--- config.mk ---
export PLATFORM = sky130hd
export DESIGN_NAME = sorted_list_insert_delete_unit_flat
export DESIGN_NICKNAME = d
export VERILOG_FILES = /design/src/rtl/core/slid_pkg.sv /design/src/rtl/core/slid_if.sv /design/src/rtl/core/sorted_list_insert_delete_unit.sv /design/src/rtl/core/slid_cell.sv /design/src/flat_wrapper.sv
export SDC_FILE = /design/constraint.sdc
export NUM_CORES = 2
export LEC_CHECK = 0
export BUFFER_PORTS_ARGS = -buffer_cell sky130_fd_sc_hd__buf_2
export CORE_MARGIN = 1.5
export CORE_UTILIZATION = 59
export DETAILED_ROUTE_END_ITERATION = 10
export PLACE_DENSITY = 0.75
export SYNTH_ARGS = -nofsm -noshare
export SYNTH_HDL_FRONTEND = slang
export SYNTH_HIERARCHICAL = 1
export SYNTH_SLANG_ARGS = --single-unit
--- constraint.sdc ---
create_clock -name clk -period 7.67 [get_ports clk]
set_input_delay 1.9175 -clock clk [delete_from_list [all_inputs] [get_ports clk]]
set_output_delay 1.9175 -clock clk [all_outputs]
set_load 0.05 [all_outputs]
--- src/rtl/core/slid_pkg.sv ---
// ----------------------------------------------------------------------------
// slid_pkg: shared types and constants of the sorted list unit
// Status codes, entry width, default capacity and the operation bundle
// that the top level broadcasts to every cell of the row.
// ----------------------------------------------------------------------------
package slid_pkg;

  localparam int ENTRY_W      = 32;
  localparam int CAPACITY_DEF = 16;
  localparam int REPORT_W     = 5;

  typedef enum logic [1:0] {
    ST_INSERTED  = 2'd0,
    ST_DELETED   = 2'd1,
    ST_NOT_FOUND = 2'd2,
    ST_FULL      = 2'd3
  } slid_status_t;

  typedef enum logic {
    CMD_INSERT = 1'b0,
    CMD_DELETE = 1'b1
  } slid_cmd_t;

  // Operation broadcast to every cell in the cycle it is applied
  typedef struct packed {
    logic                       apply;
    logic                       del;
    logic                       full;
    logic                       found;
    logic signed [ENTRY_W-1:0]  value;
  } slid_op_t;

endpackage

--- src/rtl/core/slid_if.sv ---
// ----------------------------------------------------------------------------
// slid_if: channel interfaces of the sorted list unit
// Valid/ready channels for commands in and status results out.
// ----------------------------------------------------------------------------
interface slid_in_if;
  logic                                valid;
  logic                                ready;
  logic                                command;
  logic signed [slid_pkg::ENTRY_W-1:0] value;

  modport source (output valid, output command, output value, input ready);
  modport sink   (input valid, input command, input value, output ready);
endinterface

interface slid_out_if;
  logic                                 valid;
  logic                                 ready;
  logic [1:0]                           status;
  logic [slid_pkg::REPORT_W-1:0]        entry_count;
  logic                                 list_empty;

  modport source (output valid, output status, output entry_count, output list_empty,
                  input ready);
  modport sink   (input valid, input status, input entry_count, input list_empty,
                  output ready);
endinterface

--- src/rtl/core/sorted_list_insert_delete_unit.sv ---
// ----------------------------------------------------------------------------
// sorted_list_insert_delete_unit: sorted insertion list on a row of cells
// Keeps up to CAPACITY signed values in ascending order. Each command
// inserts a value in order or deletes the first equal entry, and returns
// a status with the new count.
//
//   channel | dir | handshake    | payload
//   in_ch   | in  | valid/ready  | command, value
//   out_ch  | out | valid/ready  | status, entry_count, list_empty
//
// Each item is first captured into the single command slot; it is then
// applied, and all cells compare against the value and shift in parallel.
// The slot holds one command, so in_ch is not ready again until it is applied.
// Reset (rst_n, synchronous, active low) clears the count and the handshake
// state; entry contents are left as they are.
// A stalled result waits in the output register while the next command is
// captured; that command is applied once the register is free.
// ----------------------------------------------------------------------------
module sorted_list_insert_delete_unit #(
  parameter int CAPACITY = slid_pkg::CAPACITY_DEF
) (
  input  logic              clk,
  input  logic              rst_n,
  slid_in_if.sink           in_ch,
  slid_out_if.source        out_ch
);

  localparam int CNT_W = $clog2(CAPACITY + 1);

  // Command slot
  logic                                busy_r;
  logic                                busy_nxt;
  logic                                cmd_r;
  logic signed [slid_pkg::ENTRY_W-1:0] value_r;

  // List count
  logic [CNT_W-1:0]                    count_r;
  logic [CNT_W-1:0]                    count_nxt;

  // Output register
  logic                                out_valid_r;
  logic                                out_valid_nxt;
  slid_pkg::slid_status_t              status_r;
  slid_pkg::slid_status_t              status_nxt;
  logic [CNT_W-1:0]                    out_cnt_r;

  // Row signals
  slid_pkg::slid_op_t                  op;
  logic                                apply;
  logic                                full;
  logic                                found;
  logic [CAPACITY-1:0]                 ge_vec;
  logic [CAPACITY-1:0]                 eq_vec;
  logic signed [slid_pkg::ENTRY_W-1:0] entry_vec [CAPACITY];
  logic [CNT_W+slid_pkg::REPORT_W-1:0] cnt_ext;

  // Apply the held command once the output register can take its result
  assign apply = busy_r && (!out_valid_r || out_ch.ready);
  assign full  = (count_r == CNT_W'(CAPACITY));
  assign found = |eq_vec;

  assign op.apply = apply;
  assign op.del   = (cmd_r == slid_pkg::CMD_DELETE);
  assign op.full  = full;
  assign op.found = found;
  assign op.value = value_r;

  // Build the row of cells
  for (genvar i = 0; i < CAPACITY; i++) begin : g_cell
    logic                                ge_left;
    logic signed [slid_pkg::ENTRY_W-1:0] entry_left;
    logic signed [slid_pkg::ENTRY_W-1:0] entry_right;

    if (i == 0) begin : g_head
      assign ge_left    = 1'b0;
      assign entry_left = '0;
    end else begin : g_body
      assign ge_left    = ge_vec[i-1];
      assign entry_left = entry_vec[i-1];
    end

    if (i == CAPACITY - 1) begin : g_tail
      assign entry_right = '0;
    end else begin : g_link
      assign entry_right = entry_vec[i+1];
    end

    slid_cell #(
      .IDX   (i),
      .CNT_W (CNT_W)
    ) u_cell (
      .clk         (clk),
      .op          (op),
      .count       (count_r),
      .ge_left     (ge_left),
      .entry_left  (entry_left),
      .entry_right (entry_right),
      .ge_self     (ge_vec[i]),
      .first_eq    (eq_vec[i]),
      .entry       (entry_vec[i])
    );
  end

  // Work out the status and next count of the applied command
  always_comb begin
    count_nxt  = count_r;
    status_nxt = status_r;
    if (apply) begin
      if (cmd_r == slid_pkg::CMD_INSERT) begin
        if (full) begin
          status_nxt = slid_pkg::ST_FULL;
        end else begin
          status_nxt = slid_pkg::ST_INSERTED;
          count_nxt  = count_r + CNT_W'(1);
        end
      end else if (found) begin
        status_nxt = slid_pkg::ST_DELETED;
        count_nxt  = count_r - CNT_W'(1);
      end else begin
        status_nxt = slid_pkg::ST_NOT_FOUND;
      end
    end
  end

  // Command slot and output handshake
  always_comb begin
    busy_nxt      = busy_r;
    out_valid_nxt = out_valid_r;
    if (out_valid_r && out_ch.ready) begin
      out_valid_nxt = 1'b0;
    end
    if (apply) begin
      busy_nxt      = 1'b0;
      out_valid_nxt = 1'b1;
    end
    if (in_ch.valid && in_ch.ready) begin
      busy_nxt = 1'b1;
    end
  end

  always_ff @(posedge clk) begin
    if (!rst_n) begin
      busy_r      <= 1'b0;
      out_valid_r <= 1'b0;
      count_r     <= '0;
    end else begin
      busy_r      <= busy_nxt;
      out_valid_r <= out_valid_nxt;
      count_r     <= count_nxt;
    end
  end

  // Capture the command and the result payload
  always_ff @(posedge clk) begin
    if (in_ch.valid && in_ch.ready) begin
      cmd_r   <= in_ch.command;
      value_r <= in_ch.value;
    end
    if (apply) begin
      status_r  <= status_nxt;
      out_cnt_r <= count_nxt;
    end
  end

  assign in_ch.ready = !busy_r;

  // Report the low bits of the count; the empty flag stays exact
  assign cnt_ext            = (CNT_W + slid_pkg::REPORT_W)'(out_cnt_r);
  assign out_ch.valid       = out_valid_r;
  assign out_ch.status      = status_r;
  assign out_ch.entry_count = cnt_ext[slid_pkg::REPORT_W-1:0];
  assign out_ch.list_empty  = (out_cnt_r == '0);

  // Count never goes past the capacity
  a_count_bound : assert property (@(posedge clk) disable iff (!rst_n)
    count_r <= CNT_W'(CAPACITY))
    else $error("list count exceeds capacity");

  // At most one cell claims to be the first equal entry
  a_first_eq_unique : assert property (@(posedge clk) disable iff (!rst_n)
    busy_r |-> $onehot0(eq_vec))
    else $error("more than one first-equal cell");

  // A successful insert grows the list by one
  a_insert_count : assert property (@(posedge clk) disable iff (!rst_n)
    (apply && cmd_r == slid_pkg::CMD_INSERT && !full) |=>
      (count_r == $past(count_r) + CNT_W'(1)))
    else $error("insert did not advance the count");

  // A result is never overwritten while it waits for transfer
  a_result_hold : assert property (@(posedge clk) disable iff (!rst_n)
    (out_valid_r && !out_ch.ready) |=> (out_valid_r && $stable(status_r)
      && $stable(out_cnt_r)))
    else $error("pending result changed");

endmodule

--- src/rtl/core/slid_cell.sv ---
// ----------------------------------------------------------------------------
// slid_cell: one slot of the sorted row
// Holds one entry, compares it with the broadcast value and, when an op is
// applied, takes the value or its own, left or right neighbour's entry.
// ----------------------------------------------------------------------------
module slid_cell #(
  parameter int IDX   = 0,
  parameter int CNT_W = 5
) (
  input  logic                                clk,
  input  slid_pkg::slid_op_t                  op,
  input  logic [CNT_W-1:0]                    count,
  input  logic                                ge_left,
  input  logic signed [slid_pkg::ENTRY_W-1:0] entry_left,
  input  logic signed [slid_pkg::ENTRY_W-1:0] entry_right,
  output logic                                ge_self,
  output logic                                first_eq,
  output logic signed [slid_pkg::ENTRY_W-1:0] entry
);

  logic                                slot_valid;
  logic signed [slid_pkg::ENTRY_W-1:0] entry_r;
  logic signed [slid_pkg::ENTRY_W-1:0] entry_nxt;

  // Slot is occupied when its index is below the count
  assign slot_valid = (CNT_W'(IDX) < count);

  // At or past the insert point: an entry >= value, or a free slot
  assign ge_self  = !slot_valid || (entry_r >= op.value);

  // First equal entry: equal here and the left neighbour is still below
  assign first_eq = slot_valid && (entry_r == op.value) && !ge_left;

  assign entry = entry_r;

  // Select the next entry: shift right on insert, left on delete
  always_comb begin
    entry_nxt = entry_r;
    if (op.apply) begin
      if (!op.del) begin
        if (!op.full) begin
          if (ge_left) begin
            entry_nxt = entry_left;
          end else if (ge_self) begin
            entry_nxt = op.value;
          end
        end
      end else if (op.found && ge_self) begin
        entry_nxt = entry_right;
      end
    end
  end

  always_ff @(posedge clk) begin
    entry_r <= entry_nxt;
  end

endmodule

--- src/flat_wrapper.sv ---
// flat-port wrapper written by rule: the top's interface ports become plain ports
module sorted_list_insert_delete_unit_flat 
#(
  parameter int CAPACITY = slid_pkg::CAPACITY_DEF
)
  (clk, rst_n, in_ch_valid, in_ch_command, in_ch_value, in_ch_ready, out_ch_valid, out_ch_status, out_ch_entry_count, out_ch_list_empty, out_ch_ready);
  slid_in_if in_ch_i ();
  slid_out_if out_ch_i ();
  input  logic clk;
  input  logic rst_n;
  input wire logic [$bits(in_ch_i.valid)-1:0] in_ch_valid;
  input wire logic [$bits(in_ch_i.command)-1:0] in_ch_command;
  input wire logic [$bits(in_ch_i.value)-1:0] in_ch_value;
  output wire logic [$bits(in_ch_i.ready)-1:0] in_ch_ready;
  output wire logic [$bits(out_ch_i.valid)-1:0] out_ch_valid;
  output wire logic [$bits(out_ch_i.status)-1:0] out_ch_status;
  output wire logic [$bits(out_ch_i.entry_count)-1:0] out_ch_entry_count;
  output wire logic [$bits(out_ch_i.list_empty)-1:0] out_ch_list_empty;
  input wire logic [$bits(out_ch_i.ready)-1:0] out_ch_ready;
  assign in_ch_i.valid = in_ch_valid;
  assign in_ch_i.command = in_ch_command;
  assign in_ch_i.value = in_ch_value;
  assign in_ch_ready = in_ch_i.ready;
  assign out_ch_valid = out_ch_i.valid;
  assign out_ch_status = out_ch_i.status;
  assign out_ch_entry_count = out_ch_i.entry_count;
  assign out_ch_list_empty = out_ch_i.list_empty;
  assign out_ch_i.ready = out_ch_ready;
  sorted_list_insert_delete_unit #(.CAPACITY(CAPACITY)) u_core (.clk(clk), .rst_n(rst_n), .in_ch(in_ch_i), .out_ch(out_ch_i));
endmodule
* Word-level counts from Yosys, hierarchy flattened
Index checks and enable logic that the tools add are counted.
W data, S select, Z words.
** Word-level totals
- Flip-flop bits (word level) :: 559
- Output and inout bits :: 10
** Operators by class
- $add $sub $neg :: 2
- Order comparisons :: 32
- Equality and inequality tests :: 34
- Multiplexer cells :: 90
- Reduce and logical (&&, ||, !) cells :: 136
** Operator list (number)
- $mux W32 :: 79
- $eq A32 B32 Y1 :: 16
- $ge A32 B32 Y1 :: 16
- $reduce_and A4 Y1 :: 16
- $logic_and A1 B1 Y1 :: 50
- $reduce_bool A3 Y1 :: 15
- $lt A4 B5 Y1 const A :: 8
- $logic_not A1 Y1 :: 33
- $ne A2 B2 Y1 const B :: 16
- $lt A3 B5 Y1 const A :: 4
- $mux W5 :: 4
- $logic_or A1 B1 Y1 :: 17
- $reduce_or A16 Y1 :: 1
- $lt A1 B5 Y1 const A :: 2
- $lt A2 B5 Y1 const A :: 2
- $mux W2 :: 3
- $reduce_bool A2 Y1 :: 3
- $add A5 B1 Y5 const B :: 1
- $eq A5 B5 Y1 const B :: 1
- $logic_not A5 Y1 :: 1
- $sub A5 B1 Y5 const B :: 1
- $mux W1 :: 4
- $ne A2 B1 Y1 const B :: 1

* Longest topological paths before layout
- Word-level depth :: 9
- Depth in mapped cells :: 20
- Depth with buffers taken out :: 17

* By module
Netlist, hierarchy kept.
** Modules (own cells, without submodules)
- slid_cell (u_core.g_cell[0].u_cell ...) :: instances 3, cells each 269, area each 2529.9 sq um
- slid_cell (u_core.g_cell[14].u_cell ...) :: instances 3, cells each 268, area each 2527.4 sq um
- slid_cell (u_core.g_cell[13].u_cell ...) :: instances 2, cells each 271, area each 2544.9 sq um
- slid_cell (u_core.g_cell[10].u_cell ...) :: instances 2, cells each 269, area each 2531.2 sq um
- slid_cell (u_core.g_cell[15].u_cell ...) :: instances 2, cells each 268, area each 2512.4 sq um
- slid_cell (u_core.g_cell[3].u_cell) :: instances 1, cells each 271, area each 2523.7 sq um
- slid_cell (u_core.g_cell[5].u_cell) :: instances 1, cells each 263, area each 2522.4 sq um
- slid_cell (u_core.g_cell[11].u_cell) :: instances 1, cells each 268, area each 2487.4 sq um
- slid_cell (u_core.g_cell[7].u_cell) :: instances 1, cells each 268, area each 2486.1 sq um
- sorted_list_insert_delete_unit :: instances 1, cells each 125, area each 1858.0 sq um

* Worst setup path before layout
No wires, ideal clock.
- Path kind :: reg-to-reg
- From :: register u_core/value_r[15] (netlist bit)
- To :: register u_core.g_cell[0].u_cell.entry_r (netlist bit u_core/g_cell[0].u_cell/entry[0]), enable pin
- Data arrival time :: 5.591 ns
- Required time :: 7.249 ns
- Path slack :: 1.658 ns
- Cell stages (with the launch flop) :: 20
- Buffers on the path :: 3
- Cells stage by stage :: edfxtp_1 > inv_1 > ha_1 > nand4_1 > nor4_1 > a21boi_1 > o32a_1 > mux2_4 > clkbuf_1 > clkbuf_1 > nor3b_1 > nor4_1 > and4_1 > buf_6 > inv_1 > nand2_1 > o21ai_0 > nand2_1 > a41o_1 > nor2_1
** On the way
- Word-level cells in the longest chain between the ends :: 8
- Elaborated cells between the ends (all ways) :: 97
** Ends and longest elaborated chain
- start, declared :: RTL line sorted_list_insert_delete_unit.sv:34 : logic signed [slid_pkg::ENTRY_W-1:0] value_r;
- start signal, assigned :: RTL line sorted_list_insert_delete_unit.sv:157 : value_r <= in_ch.value;
- $ge A32 B32 Y1 :: RTL line slid_cell.sv:29 : assign ge_self = !slot_valid || (entry_r >= op.value);
- $logic_or A1 B1 Y1 :: RTL line slid_cell.sv:29
- net u_core.g_cell[5].ge_left :: RTL line sorted_list_insert_delete_unit.sv:70 : logic ge_left;
- $logic_not A1 Y1 :: RTL line slid_cell.sv:32 : assign first_eq = slot_valid && (entry_r == op.value) && !ge_left;
- $logic_and A1 B1 Y1 :: RTL line slid_cell.sv:32
- net u_core.eq_vec[5] :: RTL line sorted_list_insert_delete_unit.sv:53 : logic [CAPACITY-1:0] eq_vec;
- $reduce_or A16 Y1 :: RTL line sorted_list_insert_delete_unit.sv:60 : assign found = |eq_vec;
- net u_core.found :: RTL line sorted_list_insert_delete_unit.sv:51 : logic found;
- $logic_and A1 B1 Y1 :: RTL line slid_cell.sv:48 : end else if (op.found && ge_self) begin
- $ne A2 B2 Y1 (no source line)
- $reduce_and A4 Y1 (no source line)
- end signal, assigned :: RTL line slid_cell.sv:55 : entry_r <= entry_nxt;
- end, declared :: RTL line slid_cell.sv:22 : logic signed [slid_pkg::ENTRY_W-1:0] entry_r;
The timed path passes the listed nets, and every way through them passes these cells.
A chain may end at the register's enable or synchronous reset.

* Worst setup path after layout
- From :: register u_core/value_r[14] (netlist bit)
- To :: register u_core.g_cell[9].u_cell.entry_r (netlist bit u_core/g_cell[9].u_cell/entry[9]), enable pin
** On the way
- Word-level cells in the longest chain between the ends :: 8
- Elaborated cells between the ends (all ways) :: 97
** Ends and longest elaborated chain (RTL line)
- $ge A32 B32 Y1 :: slid_cell.sv:29
- $logic_or A1 B1 Y1 :: slid_cell.sv:29
- net u_core.g_cell[12].ge_left :: sorted_list_insert_delete_unit.sv:70
- $logic_not A1 Y1 :: slid_cell.sv:32
- $logic_and A1 B1 Y1 :: slid_cell.sv:32
- net u_core.eq_vec[12] :: sorted_list_insert_delete_unit.sv:53
- $reduce_or A16 Y1 :: sorted_list_insert_delete_unit.sv:60
- net u_core.found :: sorted_list_insert_delete_unit.sv:51
- $logic_and A1 B1 Y1 :: slid_cell.sv:48
- $ne A2 B2 Y1 (no source line)
- $reduce_and A4 Y1 (no source line)
- end signal, assigned :: slid_cell.sv:55
- end, declared :: slid_cell.sv:22
The timed path passes the listed nets, and every way through them passes these cells.

==> flow_summary.ini <==
[run_status]
status = complete, no violations

[pwr]
p_total_uw = 8210
leakagePower_uw = 0.0227
power_density_nw_per_um2 = 177
ir_worst_vdd_mv = 0.203

[setup_path]
critical_path_arrival_ns = 6.79
crit_path_end_kind = flop
cp_max_fo = 18
start_kind = flop
critPathKind = flop to flop
critPathRequiredTime_ns = 7.98

[sta]
fmax_mhz = 154
tns_ns = 0
timing.final.crit_share_pct = 84.6
worst_clock_skew_ns = 0.0292
setup_viol = 0
fin_crit_ns = 6.49
tightestPinTransition_ns = 0.985
max-slew-margin-rel_pct = 33.7
rsz0062_at_grt = no
report.final.slew_viol_count = 0
hold_viol_final = 0

[floorplanning]
die_area_um2 = 73200
num_rows = 97
io_pins = 47
start_util_pct = 60.0
core_um2 = 70400
die_x_um = 270
die_height_um = 270

[clock_network]
cts_setup_buffers = 0
clkLatencyLatePin_ns = 0.62
hold_buffers = 0
clock-sinks = 559
cts_resized = 0
cts_root_buffer = clkbuf_16
h-tree-depth = 3
clk_pin_slew_worst_paths_ns = 0.05
cts_buffer_depth = 3
cts_tree = done
cts_buffers = 68

[drt]
drc_errors = 0
dr.pass1.iters = 6
wire_per_inst_um = 20.1
postRouteAntennaNets = 0
viasPerCell = 6.00
drt-initial-drc-count = 2854
routed-via-count = 33100
routed_wl_mm = 111

[final_layout]
fillers = 5682
postLayoutCellArea_um2 = 46300
seqCellArea_um2 = 16700
multi_input_area_um2 = 23100
area_growth_pct = 9.58
drive_above_1_share_pct = 8.16
nNetsFinal = 5080

[global_route]
grt_pass1_vias = 31800
grt_first_pass_wirelength_mm = 175
grt_max_degree = 232
antenna_found_initial = 3
grt.total_usage_pct = 30.1
gr-total-overflow = 0

[job]
cap_violations = 0

[placement]
place_area_um2 = 44100
dpl.hpwl_mm = 84.5
io_buffer_count = 46
gp_congestion = 0.961

[logic_synthesis]
netlist_area_um2 = 42200
yosys_warnings = 6
syn_avg_cell_area_um2 = 9.55
postSynthCellCount = 4419

[hold_path]
hold_path_class = flop to flop
cell type report:
| type | count | share of cell area (%) |
|---|---|---|
| Inverter | 537 | 4.36 |
| Sequential cell | 559 | 36.1 |
| Multi-Input combinational cell | 3206 | 49.9 |
| Clock inverter | 38 | 0.660 |
| Clock buffer | 84 | 3.95 |
| Timing Repair Buffer | 157 | 2.46 |
| Antenna cell | 1 | 0.00541 |
| Tap cell | 940 | 2.54 |
flip-flops by register name, indices dropped and copies added (netlist names):
signal,cells
u_core/g_cell.u_cell/entry,512
u_core/value_r,32
u_core/busy_r,1
u_core/out_ch.valid,1
u_core/cmd_r,1
u_core/out_ch.entry_count,5
u_core/count_r,5
u_core/out_ch.status,2
placed cells by master (no fill, tap or decap), drive strengths merged, types with 12 or more instances in the layout:
cell type,instances
nor2b,20
nor3,59
nand2,655
edfxtp,552
nand3,77
nand2b,23
conb,65
o211ai,31
clkbuf,84
and4,17
a21boi,16
a211oi,24
o21a,15
inv,539
a21oi,229
nor4,50
a21o,22
ha,514
nand4,110
or3,12
buf,157
o21ai,591
a31oi,17
mux2i,518
nor2,60
clkinv,30
a41o,14
report_power, final:
part           internal [uW]  switching, uW  total, uW
logic                    502            858       1360
clock network           1830           1320       3140
registers               3550            151       3700
total                   5880           2330       8210
per-layer routing:
| metal | vias up | routed length (um) | GRT usage [%] |
|---|---|---|---|
| met1 | 15600 | 47900 | 40.9 |
| li1 | 16100 | - | - |
| met3 | 210 | 7110 | 2.80 |
| met5 | - | 0 | 0 |
| met2 | 1238 | 51800 | 49.5 |
| met4 | 0 | 4420 | 12.1 |
worst paths after layout:
check                                               from                                          end  slack (ns)  depth (start not counted)
max                         u_core/value_r[14]$_DFFE_PP_   u_core/g_cell[9].u_cell/entry[9]$_DFFE_PP_        1.18                         19
min          u_core/g_cell[15].u_cell/entry[0]$_DFFE_PP_  u_core/g_cell[14].u_cell/entry[0]$_DFFE_PP_        0.55                          2
max reg2reg                 u_core/value_r[14]$_DFFE_PP_   u_core/g_cell[9].u_cell/entry[9]$_DFFE_PP_        1.18                         19
min reg2reg  u_core/g_cell[15].u_cell/entry[0]$_DFFE_PP_  u_core/g_cell[14].u_cell/entry[0]$_DFFE_PP_        0.55                          2
worst max-delay path: stages (launching register included):
cell and delay, ns:
edfxtp_1 0.70, buf_4 0.28, inv_1 0.06, ha_1 0.32, nand4_1 0.16, nor4_1 0.79
a21boi_0 0.27, o31a_1 0.20, or3_1 0.13, nand3_2 0.07, nor3_1 0.60, nor4_1 0.14
and4_1 0.37, inv_1 0.53, nand2_1 0.10, o21ai_0 0.10, nand2_1 0.07, a41o_1 0.22
nor2_2 0.66, buf_4 0.37
per-stage QoR:
step	instances	hold slack [ns]	worst slack, ns	utilization, %
after floorplan	4483	0.525	1.66	-
after global placement	5399	0.532	1.38	62.7
after detailed placement	5399	0.542	1.31	62.7
after CTS	5521	0.555	1.30	65.7
after global routing	5522	0.575	0.812	65.7
final	5522	0.555	1.18	65.7
(Power assumes the default switching activity.)
